==> src/rtl/gcmap_pkg.sv <==
// ----------------------------------------------------------------------------
// gcmap_pkg
// Shared types, constants and the divider step for the gradient colormap.
// ----------------------------------------------------------------------------
package gcmap_pkg;

	localparam int NUM_STOPS = 8;
	localparam int REG_COUNT = 8;
	localparam int REG_IDX_W = $clog2(REG_COUNT);
	localparam int PADDR_W   = REG_IDX_W + 2;
	localparam int CH_COUNT  = 3;

	localparam int CH_RED   = 2;
	localparam int CH_GREEN = 1;
	localparam int CH_BLUE  = 0;

	// numerator 2*num + d, num <= 255*255
	localparam int NUM_W = 17;
	localparam int DEN_W = 9;

	typedef logic [7:0] chan_t;
	typedef logic [CH_COUNT-1:0][7:0] rgb_t;
	typedef logic [NUM_W-1:0] num_t;
	typedef logic [DEN_W-1:0] den_t;

	typedef struct packed {
		chan_t idx;
		rgb_t  rgb;
	} stop_t;

	localparam stop_t STOP_FIRST_RST = 32'h0000_0000;
	localparam stop_t STOP_OTHER_RST = 32'hFFFF_FFFF;

	typedef struct packed {
		num_t rem;
		logic qbit;
	} div_step_t;

	// one restoring-division step against a pre-shifted divisor
	function automatic div_step_t div_step(num_t rem, num_t dsh);
		div_step_t r;
		if (rem >= dsh) begin
			r.rem  = rem - dsh;
			r.qbit = 1'b1;
		end else begin
			r.rem  = rem;
			r.qbit = 1'b0;
		end
		return r;
	endfunction

endpackage

==> src/rtl/gcmap_ifs.sv <==
// ----------------------------------------------------------------------------
// gcmap_in_if / gcmap_out_if
// Valid/ready item channels: intensity in, RGB color out.
// ----------------------------------------------------------------------------
interface gcmap_in_if import gcmap_pkg::*; ();
	logic  valid;
	logic  ready;
	chan_t intensity;

	modport source (output valid, output intensity, input ready);
	modport sink (input valid, input intensity, output ready);
endinterface

interface gcmap_out_if import gcmap_pkg::*; ();
	logic  valid;
	logic  ready;
	chan_t red;
	chan_t green;
	chan_t blue;

	modport source (output valid, output red, output green, output blue, input ready);
	modport sink (input valid, input red, input green, input blue, output ready);
endinterface

==> src/rtl/gradient_colormap_core.sv <==
// ----------------------------------------------------------------------------
// gradient_colormap_core
// Piecewise-linear colormap: 8-bit intensity to RGB over up to eight stops.
// ----------------------------------------------------------------------------
// Takes one intensity per clock while the pipeline is not stalled and returns
// one color per item, in order. Stage 1 finds the enclosing segment, stage 2
// forms the products, stage 3 the rounded numerator, and stages 4 to 7 divide
// by the segment length two quotient bits per stage. Each stage holds on a
// stall and bubbles close up, so the input keeps being taken while a finished
// color waits at the output, until every stage is full. Stops are APB
// registers at byte address 4*i (index 31:24, red 23:16, green 15:8, blue
// 7:0), written in ascending index order while the block is idle.
// ----------------------------------------------------------------------------
module gradient_colormap_core import gcmap_pkg::*; (
	input  logic               clk,
	input  logic               arst_n,
	input  logic               psel,
	input  logic               penable,
	input  logic               pwrite,
	input  logic [PADDR_W-1:0] paddr,
	input  logic [31:0]        pwdata,
	output logic [31:0]        prdata,
	output logic               pready,
	gcmap_in_if.sink           pix_in,
	gcmap_out_if.source        pix_out
);

	stop_t stop_q [REG_COUNT];

	logic v_s1, v_s2, v_s3, v_s4, v_s5, v_s6, v_s7;
	logic rdy1, rdy2, rdy3, rdy4, rdy5, rdy6, rdy7;

	rgb_t  c0_s1, c1_s1;
	chan_t off_s1, d_s1;

	logic [15:0]        pa_s2 [CH_COUNT];
	logic signed [17:0] pb_s2 [CH_COUNT];
	chan_t              d_s2;

	num_t n_s3 [CH_COUNT];
	den_t den_s3, den_s4, den_s5, den_s6;

	num_t rem_s4 [CH_COUNT], rem_s5 [CH_COUNT], rem_s6 [CH_COUNT], rem_s7 [CH_COUNT];
	logic [1:0] q_s4 [CH_COUNT];
	logic [3:0] q_s5 [CH_COUNT];
	logic [5:0] q_s6 [CH_COUNT];
	logic [7:0] q_s7 [CH_COUNT];

	// config registers
	assign pready = 1'b1;
	assign prdata = stop_q[paddr[PADDR_W-1:2]];

	always_ff @(posedge clk or negedge arst_n) begin
		if (!arst_n) begin
			for (int k = 0; k < REG_COUNT; k++) begin
				stop_q[k] <= (k == 0) ? STOP_FIRST_RST : STOP_OTHER_RST;
			end
		end else if (psel && penable && pwrite) begin
			stop_q[paddr[PADDR_W-1:2]] <= stop_t'(pwdata);
		end
	end

	// handshake: a stage loads when empty or when its successor moves
	assign rdy7 = !v_s7 || pix_out.ready;
	assign rdy6 = !v_s6 || rdy7;
	assign rdy5 = !v_s5 || rdy6;
	assign rdy4 = !v_s4 || rdy5;
	assign rdy3 = !v_s3 || rdy4;
	assign rdy2 = !v_s2 || rdy3;
	assign rdy1 = !v_s1 || rdy2;
	assign pix_in.ready = rdy1;

	always_ff @(posedge clk or negedge arst_n) begin
		if (!arst_n) begin
			v_s1 <= 1'b0;
			v_s2 <= 1'b0;
			v_s3 <= 1'b0;
			v_s4 <= 1'b0;
			v_s5 <= 1'b0;
			v_s6 <= 1'b0;
			v_s7 <= 1'b0;
		end else begin
			if (rdy1) v_s1 <= pix_in.valid;
			if (rdy2) v_s2 <= v_s1;
			if (rdy3) v_s3 <= v_s2;
			if (rdy4) v_s4 <= v_s3;
			if (rdy5) v_s5 <= v_s4;
			if (rdy6) v_s6 <= v_s5;
			if (rdy7) v_s7 <= v_s6;
		end
	end

	// stage 1: segment search
	stop_t lo, hi;
	logic  const_sel;
	chan_t seg_d, x;

	assign x = pix_in.intensity;

	always_comb begin
		lo        = stop_q[0];
		hi        = stop_q[0];
		const_sel = 1'b1;
		// later segments win at shared ends
		for (int s = 0; s < NUM_STOPS - 1; s++) begin
			if (stop_q[s].idx <= x && x <= stop_q[s+1].idx) begin
				lo        = stop_q[s];
				hi        = stop_q[s+1];
				const_sel = 1'b0;
			end
		end
		priority if (x > stop_q[NUM_STOPS-1].idx) begin
			lo        = stop_q[NUM_STOPS-1];
			hi        = stop_q[NUM_STOPS-1];
			const_sel = 1'b1;
		end else if (x < stop_q[0].idx) begin
			lo        = stop_q[0];
			hi        = stop_q[0];
			const_sel = 1'b1;
		end else begin
		end
		seg_d = hi.idx - lo.idx;
	end

	always_ff @(posedge clk) begin
		if (rdy1) begin
			c0_s1  <= lo.rgb;
			c1_s1  <= const_sel ? lo.rgb : hi.rgb;
			off_s1 <= const_sel ? 8'd0 : x - lo.idx;
			d_s1   <= (const_sel || seg_d == 8'd0) ? 8'd1 : seg_d;
		end
	end

	// stage 2: c0*d and off*(c1-c0)
	logic signed [8:0] diff [CH_COUNT];

	always_comb begin
		for (int ch = 0; ch < CH_COUNT; ch++) begin
			diff[ch] = $signed({1'b0, c1_s1[ch]}) - $signed({1'b0, c0_s1[ch]});
		end
	end

	always_ff @(posedge clk) begin
		if (rdy2) begin
			for (int ch = 0; ch < CH_COUNT; ch++) begin
				pa_s2[ch] <= {8'd0, c0_s1[ch]} * {8'd0, d_s1};
				pb_s2[ch] <= $signed({10'd0, off_s1}) * diff[ch];
			end
			d_s2 <= d_s1;
		end
	end

	// stage 3: rounded numerator 2*num + d over divisor 2*d
	logic signed [17:0] sum [CH_COUNT];
	logic [15:0]        num [CH_COUNT];

	always_comb begin
		for (int ch = 0; ch < CH_COUNT; ch++) begin
			sum[ch] = $signed({2'b00, pa_s2[ch]}) + pb_s2[ch];
			num[ch] = sum[ch][17] ? 16'd0 : sum[ch][15:0];
		end
	end

	always_ff @(posedge clk) begin
		if (rdy3) begin
			for (int ch = 0; ch < CH_COUNT; ch++) begin
				n_s3[ch] <= {num[ch], 1'b0} + {9'd0, d_s2};
			end
			den_s3 <= {d_s2, 1'b0};
		end
	end

	// stages 4..7: restoring divide, two quotient bits per stage
	div_step_t ha4 [CH_COUNT], hb4 [CH_COUNT], ha5 [CH_COUNT], hb5 [CH_COUNT];
	div_step_t ha6 [CH_COUNT], hb6 [CH_COUNT], ha7 [CH_COUNT], hb7 [CH_COUNT];

	always_comb begin
		for (int ch = 0; ch < CH_COUNT; ch++) begin
			ha4[ch] = div_step(n_s3[ch], num_t'(den_s3) << 7);
			hb4[ch] = div_step(ha4[ch].rem, num_t'(den_s3) << 6);
			ha5[ch] = div_step(rem_s4[ch], num_t'(den_s4) << 5);
			hb5[ch] = div_step(ha5[ch].rem, num_t'(den_s4) << 4);
			ha6[ch] = div_step(rem_s5[ch], num_t'(den_s5) << 3);
			hb6[ch] = div_step(ha6[ch].rem, num_t'(den_s5) << 2);
			ha7[ch] = div_step(rem_s6[ch], num_t'(den_s6) << 1);
			hb7[ch] = div_step(ha7[ch].rem, num_t'(den_s6));
		end
	end

	always_ff @(posedge clk) begin
		if (rdy4) begin
			for (int ch = 0; ch < CH_COUNT; ch++) begin
				rem_s4[ch] <= hb4[ch].rem;
				q_s4[ch]   <= {ha4[ch].qbit, hb4[ch].qbit};
			end
			den_s4 <= den_s3;
		end
		if (rdy5) begin
			for (int ch = 0; ch < CH_COUNT; ch++) begin
				rem_s5[ch] <= hb5[ch].rem;
				q_s5[ch]   <= {q_s4[ch], ha5[ch].qbit, hb5[ch].qbit};
			end
			den_s5 <= den_s4;
		end
		if (rdy6) begin
			for (int ch = 0; ch < CH_COUNT; ch++) begin
				rem_s6[ch] <= hb6[ch].rem;
				q_s6[ch]   <= {q_s5[ch], ha6[ch].qbit, hb6[ch].qbit};
			end
			den_s6 <= den_s5;
		end
		if (rdy7) begin
			for (int ch = 0; ch < CH_COUNT; ch++) begin
				rem_s7[ch] <= hb7[ch].rem;
				q_s7[ch]   <= {q_s6[ch], ha7[ch].qbit, hb7[ch].qbit};
			end
		end
	end

	assign pix_out.valid = v_s7;
	assign pix_out.red   = q_s7[CH_RED];
	assign pix_out.green = q_s7[CH_GREEN];
	assign pix_out.blue  = q_s7[CH_BLUE];

`ifndef SYNTHESIS
	logic n_in_range;
	logic rem_zero_ok;

	always_comb begin
		n_in_range  = 1'b1;
		rem_zero_ok = 1'b1;
		for (int ch = 0; ch < CH_COUNT; ch++) begin
			if (n_s3[ch] >= {den_s3, 8'd0}) n_in_range = 1'b0;
			if (rem_s7[ch] > num_t'(16'hFFFF)) rem_zero_ok = 1'b0;
		end
	end

	// quotient must fit in eight bits
	a_num_range: assert property (@(posedge clk) disable iff (!arst_n)
		v_s3 |-> n_in_range)
		else $error("numerator exceeds 256 times divisor");

	a_clamp_const: assert property (@(posedge clk) disable iff (!arst_n)
		(pix_in.valid && pix_in.ready && pix_in.intensity > stop_q[NUM_STOPS-1].idx)
		|=> (off_s1 == 8'd0 && c0_s1 == c1_s1 && d_s1 == 8'd1))
		else $error("above-last intensity not mapped to a flat color");

	a_div_nonzero: assert property (@(posedge clk) disable iff (!arst_n)
		v_s1 |-> d_s1 != 8'd0)
		else $error("zero segment length reached the divider");

	a_rem_bound: assert property (@(posedge clk) disable iff (!arst_n)
		v_s7 |-> rem_zero_ok)
		else $error("divider remainder out of range");
`endif

endmodule

==> src/flat_wrapper.sv <==
// flat-port wrapper written by rule: the top's interface ports become plain ports
module gradient_colormap_core_flat import gcmap_pkg::*;
  (clk, arst_n, psel, penable, pwrite, paddr, pwdata, prdata, pready, pix_in_valid, pix_in_intensity, pix_in_ready, pix_out_valid, pix_out_red, pix_out_green, pix_out_blue, pix_out_ready);
  gcmap_in_if pix_in_i ();
  gcmap_out_if pix_out_i ();
  input  logic clk;
  input  logic arst_n;
  input  logic psel;
  input  logic penable;
  input  logic pwrite;
  input  logic [PADDR_W-1:0] paddr;
  input  logic [31:0] pwdata;
  output logic [31:0] prdata;
  output logic pready;
  input wire logic [$bits(pix_in_i.valid)-1:0] pix_in_valid;
  input wire logic [$bits(pix_in_i.intensity)-1:0] pix_in_intensity;
  output wire logic [$bits(pix_in_i.ready)-1:0] pix_in_ready;
  output wire logic [$bits(pix_out_i.valid)-1:0] pix_out_valid;
  output wire logic [$bits(pix_out_i.red)-1:0] pix_out_red;
  output wire logic [$bits(pix_out_i.green)-1:0] pix_out_green;
  output wire logic [$bits(pix_out_i.blue)-1:0] pix_out_blue;
  input wire logic [$bits(pix_out_i.ready)-1:0] pix_out_ready;
  assign pix_in_i.valid = pix_in_valid;
  assign pix_in_i.intensity = pix_in_intensity;
  assign pix_in_ready = pix_in_i.ready;
  assign pix_out_valid = pix_out_i.valid;
  assign pix_out_red = pix_out_i.red;
  assign pix_out_green = pix_out_i.green;
  assign pix_out_blue = pix_out_i.blue;
  assign pix_out_i.ready = pix_out_ready;
  gradient_colormap_core u_core (.clk(clk), .arst_n(arst_n), .psel(psel), .penable(penable), .pwrite(pwrite), .paddr(paddr), .pwdata(pwdata), .prdata(prdata), .pready(pready), .pix_in(pix_in_i), .pix_out(pix_out_i));
endmodule
==> config.mk <==
export PLATFORM = sky130hd
export DESIGN_NAME = gradient_colormap_core_flat
export DESIGN_NICKNAME = d
export VERILOG_FILES = /design/src/rtl/gcmap_pkg.sv /design/src/rtl/gcmap_ifs.sv /design/src/rtl/gradient_colormap_core.sv /design/src/flat_wrapper.sv
export SDC_FILE = /design/constraint.sdc
export NUM_CORES = 2
export LEC_CHECK = 0
export BUFFER_PORTS_ARGS = -buffer_cell sky130_fd_sc_hd__buf_4
export CAP_MARGIN = 20
export CORE_MARGIN = 2
export CORE_UTILIZATION = 40
export DETAILED_ROUTE_END_ITERATION = 7
export GPL_ROUTABILITY_DRIVEN = 0
export SYNTH_ARGS = -nofsm -noshare
export SYNTH_HDL_FRONTEND = slang
export SYNTH_SLANG_ARGS = --single-unit
==> constraint.sdc <==
create_clock -name clk -period 13.36 [get_ports clk]
set_input_delay 0.668 -clock clk [delete_from_list [all_inputs] [get_ports clk]]
set_output_delay 0.668 -clock clk [all_outputs]
set_load 0.01 [all_outputs]
* After elaboration in Yosys (flattened, before gate mapping)
Memories as Yosys holds them, arrays and structs flattened.
Cells that the tools add are included.
** Storage, ports and cells
- Register bits :: 367
- RAM bits :: 366
- Output and inout port bits :: 59
- Logic and storage cells :: 241
- Memories :: 10
** Memories
- u_core.pb_s2 :: depth 3, bits a word 18, rd ports 3, clocked after Yosys merged registers in 0, write ports 3, line gradient_colormap_core.sv:37 : logic signed [17:0] pb_s2 [CH_COUNT];
- u_core.n_s3 :: depth 3, bits a word 17, rd ports 3, clocked after Yosys merged registers in 0, write ports 3, line gradient_colormap_core.sv:40 : num_t n_s3 [CH_COUNT];
- u_core.rem_s4 :: depth 3, bits a word 17, rd ports 3, clocked after Yosys merged registers in 0, write ports 3, line gradient_colormap_core.sv:43 : num_t rem_s4 [CH_COUNT], rem_s5 [CH_COUNT], rem_s6 [CH_COUNT], rem_s7 [CH_COUNT];
- u_core.rem_s5 :: depth 3, bits a word 17, rd ports 3, clocked after Yosys merged registers in 0, write ports 3, line gradient_colormap_core.sv:43
- u_core.rem_s6 :: depth 3, bits a word 17, rd ports 3, clocked after Yosys merged registers in 0, write ports 3, line gradient_colormap_core.sv:43
- u_core.pa_s2 :: depth 3, bits a word 16, rd ports 3, clocked after Yosys merged registers in 0, write ports 3, line gradient_colormap_core.sv:36 : logic [15:0] pa_s2 [CH_COUNT];
- 4 more memories
** Cells by class
- Add/sub/neg operators :: 32
- Multiply operators :: 6
- Magnitude comparators :: 42
- Mux-type cells :: 72
- Bitwise logic cells :: 1
- Reduce and logical (&&, ||, !) cells :: 26
** Operators by type and width (count)
- two-way mux 32 bit :: 20
- two-way mux 18 bit :: 21
- bitwise mux 256 bit :: 1
- less-or-equal comparator 8 bit :: 14
- binary-select mux 32 bit (select 3 bit) :: 1
- demux 32 bit (select 3 bit) :: 1
- adder 17 x 18 -> 18 bit :: 3
- multiplier 9 x 9 -> 18 bit :: 3
- adder 17 x 8 -> 17 bit :: 3
- >= comparator 17 x 10 -> 1 bit :: 3
- >= comparator 17 x 11 -> 1 bit :: 3
- >= comparator 17 x 12 -> 1 bit :: 3
- >= comparator 17 x 13 -> 1 bit :: 3
- >= comparator 17 x 14 -> 1 bit :: 3
- >= comparator 17 x 15 -> 1 bit :: 3
- >= comparator 17 x 16 -> 1 bit :: 3
- >= comparator 17 x 9 -> 1 bit :: 3
- subtractor 17 x 10 -> 17 bit :: 3
- subtractor 17 x 11 -> 17 bit :: 3
- subtractor 17 x 12 -> 17 bit :: 3
- subtractor 17 x 13 -> 17 bit :: 3
- subtractor 17 x 14 -> 17 bit :: 3
- subtractor 17 x 15 -> 17 bit :: 3
- subtractor 17 x 16 -> 17 bit :: 3
- other kinds (15) :: 67

* Logic depth before layout (Yosys ltp)
- Word-level depth :: 14
- Depth in mapped cells :: 36

* Worst setup path after synthesis
No wires, ideal clock.
- Path type :: input port to flip-flop
- Start point :: input pix_out_ready
- End point :: register u_core.d_s2[0] (enable)
- Arrival time :: 5.825 ns
- Data required time :: 12.083 ns
- Setup slack :: 6.258 ns
- Stages on the path :: 4
- Path buffers :: 0
- Path through :: nor2b_1 nand3_1 nor2_1 nand3_1
** Between the ends
- Word-level cells in the longest chain between the ends :: 6
** RTL lines
- start, declared :: line flat_wrapper.sv:22 : input wire logic [$bits(pix_out_i.ready)-1:0] pix_out_ready;
- logical OR 1 bit :: line gradient_colormap_core.sv:64 : assign rdy7 = !v_s7 || pix_out.ready;
- logical OR 1 bit :: line gradient_colormap_core.sv:65 : assign rdy6 = !v_s6 || rdy7;
- logical OR 1 bit :: line gradient_colormap_core.sv:66 : assign rdy5 = !v_s5 || rdy6;
- via u_core.rdy5 :: line gradient_colormap_core.sv:31 : logic rdy1, rdy2, rdy3, rdy4, rdy5, rdy6, rdy7;
- logical OR 1 bit :: line gradient_colormap_core.sv:67 : assign rdy4 = !v_s4 || rdy5;
- logical OR 1 bit :: line gradient_colormap_core.sv:68 : assign rdy3 = !v_s3 || rdy4;
- logical OR 1 bit :: line gradient_colormap_core.sv:69 : assign rdy2 = !v_s2 || rdy3;
- via u_core.rdy2 :: line gradient_colormap_core.sv:31
- end signal, assigned :: line gradient_colormap_core.sv:149 : d_s2 <= d_s1;
- end, declared :: line gradient_colormap_core.sv:38 : chan_t d_s2;
The timed path passes the listed nets, and every way through them passes these cells.
A chain may end at the register's enable or synchronous reset.

==> metrics.cfg <==
[synth]
synth_edf_count=458
synth_top_cell_area_share_pct=22.8
yosys_most_used_dff=edfxtp_1
syn_inst=6107
synth-seq-cells=721
synth_top_family_by_area=adder cells
yosysWarningCount=0
synthSimpleGateAreaFrac_pct=13.5
synthAdderAreaFrac_pct=21.9
netlist_area_um2=60300
synth_cell_types=92
avgSynthCellArea_um2=9.87
ys_top_cells_by_area=edfxtp_1, ha_1, dfstp_2, fa_1, mux2_2
yosysTopAreaCell=edfxtp_1
synth_most_common_cell=inv_1
synth_common_cells=inv_1, ha_1, edfxtp_1
synthXorXnorAreaFrac_pct=4.40
mappedNetlistNets=7053
synth_seq_area_share_pct=34.2
muxShareOfSynthArea_pct=6.67
async_flop_share_pct=36.5
synth_compound_area_share_pct=13.9

[setup_path]
end_kind=register
start_kind=register
critPathRequiredTime_ns=13.79
crit_top_cell=fa_1
critical_path_class=reg2reg
slowest_delay_ns=0.52
cp_data_arrival_time_ns=8.07
slowest_stage=edfxtp_1
crit_path_max_fanout=10

[sta]
fin_crit_sh_pct=57.2
finalHoldViolations=0
finalCriticalPeriod_ns=7.64
maxSlewHeadroom_pct=26.2
finClkSkew_ns=0.0486
finalMaxSlewViolations=0
fmax_mhz=131
tns_ns=0
rsz0062_at_grt=no
setup_viol=0
worstMarginPinSlew_ns=1.11

[clock_network]
clkSinkCount=721
cts_setup_buffers=0
htree_levels=3
cts_tree=yes
clk_pin_slew_ns=0.06
clk_path_buf_depth=3
insertion_delay_ns=0.71
ctsRootBufferMaster=clkbuf_16
numCtsBuffers=84

[floorplan]
dieArea_um2=154000
ios=111
die_y_um=392
core_area_um2=150000
start_util_pct=40.2
num_rows=142
die-width_um=392

[global_route]
antenna_found_initial=2
grt_usage_pct=20.0
overflow=0
grt_pass1_wl_um=244000
grt_max_degree=95
grt_pass1_vias=44400

[cells_and_area]
post-route-util_pct=44.3
fin_nets=7075
area_growth_pct=10.1
nFillCells=14200
post_layout_nonfiller_instances=8213
drive_gt1_share_pct=14.3

[outcome]
outcome=complete, no violations

[detailed_routing]
wl_per_cell_um=18.7
dr.pass1.iters=6
vias=44400
drc=0
drt_wl_total_um=154000
first_iter_violations=3039
ant_nets=0
via_per_inst=5.41

[placement]
io_buffers=107
dpl.cell_count=8058
dp_hpwl_um=110000

[job]
maxCapViolCount=0

[min_path]
hp-class=in2reg

## placed cells by master (no fill, tap or decap), types with 22 or more instances in the layout
cell type  instances
clkbuf_16         86
nor3_1            38
dfstp_2          224
nor2_1           417
a211oi_1         116
or3_1             22
mux2i_1           75
a22oi_1          132
nand2b_1         112
xor2_1            89
and2_1           256
nand2_1          446
nor2b_1           87
nand4_1           88
o21bai_1          39
edfxtp_1         458
xnor2_1          209
a21boi_0          29
buf_4            168
o21ai_0          353
dfrtp_1           39
nor4_1            29
a21o_1            90
inv_1            625
a21oi_1          369
nand3_1           41
mux2_2           290
a222oi_1          27
fa_1             269
ha_1             625
## layout make-up
cell class | count | area [µm²] | area share (%)
inverter | 627 | 2350 | 3.55
sequential | 721 | 20600 | 31.1
clock inverter | 41 | 651 | 0.981
tap | 2016 | 2520 | 3.80
antenna | 1 | 2.50 | 0.00377
clock buffer | 112 | 2340 | 3.53
multi-input combinational | 4525 | 36600 | 55.1
timing repair buffer | 170 | 1290 | 1.94
## what timing repair did
action                                 4_1_cts  5_1_grt
resized for setup                            0        0
endpoints found under the hold margin        3        0
hold buffers                                 1        0
setup endpoints to repair                    0        0
## metal layers
layer / wire length (µm) / GRT usage (%) / vias to the layer above
met4: 6720 / 8.17 / 4
met3: 8330 / 3.15 / 411
li1: - / - / 21500
met1: 65400 / 24.8 / 21300
met2: 73400 / 34.6 / 1246
met5: 28 / 0 / -
## worst max-delay path: cells and delay by family, from the launching register on
kind                     cells  cell delay [ns]
flip-flops                   1             0.52
XOR/XNOR                     1             0.09
buffers and inverters        5             0.28
adder cells (fa/ha/maj)      8             3.27
AO/OA/AOI/OAI               11             1.97
AND/OR/NAND/NOR              9             1.24
## through the flow
step	worst slack (ns)	hold WS [ns]	cell area, µm²
6_report	5.72	0.241	66400
5_1_grt	5.17	0.216	66400
4_1_cts	5.71	0.197	66400
3_5_place_dp	5.74	0.405	63400
3_3_place_gp	5.72	0.401	63400
2_1_floorplan	6.26	0.372	60300
## logic make-up after synthesis
logic type,Yosys count
flip-flops,721
other,1
adder cells (fa/ha/maj),894
AND/OR/NAND/NOR,1639
XOR/XNOR,300
AO/OA/AOI/OAI,1326
multiplexers,365
buffers and inverters,861
## final timing paths
path,start,cells after the start,slack [ns],end
worst max-delay path,u_core.c0_s1[0],34,5.72,u_core.pb_s2[0][17]
worst min-delay path,pwdata[24],3,0.24,u_core.stop_q[216]
worst max register to register,u_core.c0_s1[0],34,5.72,u_core.pb_s2[0][17]
worst min register to register,u_core.q_s6[0][11],0,0.42,u_core.q_s7[0][15]
max in group asynchronous,arst_n,4,10.66,u_core.pix_out.valid
min in group asynchronous,arst_n,2,0.61,u_core.stop_q[232]
## flip-flops by register name, summed over array words and instances, names as in the netlist, 12 cells and up
signal / cells
u_core.rem_s5: 48
u_core.c1_s1: 24
u_core.rem_s6: 48
u_core.q_s5: 12
u_core.stop_q: 256
u_core.q_s6: 18
u_core.c0_s1: 24
u_core.rem_s4: 48
u_core.n_s3: 48
u_core.pb_s2: 54
u_core.q_s7: 24
u_core.pa_s2: 48
Power is left out: the tool's default activity adds up to more than one toggle a clock period on the data nets, which glitch-free logic cannot reach.
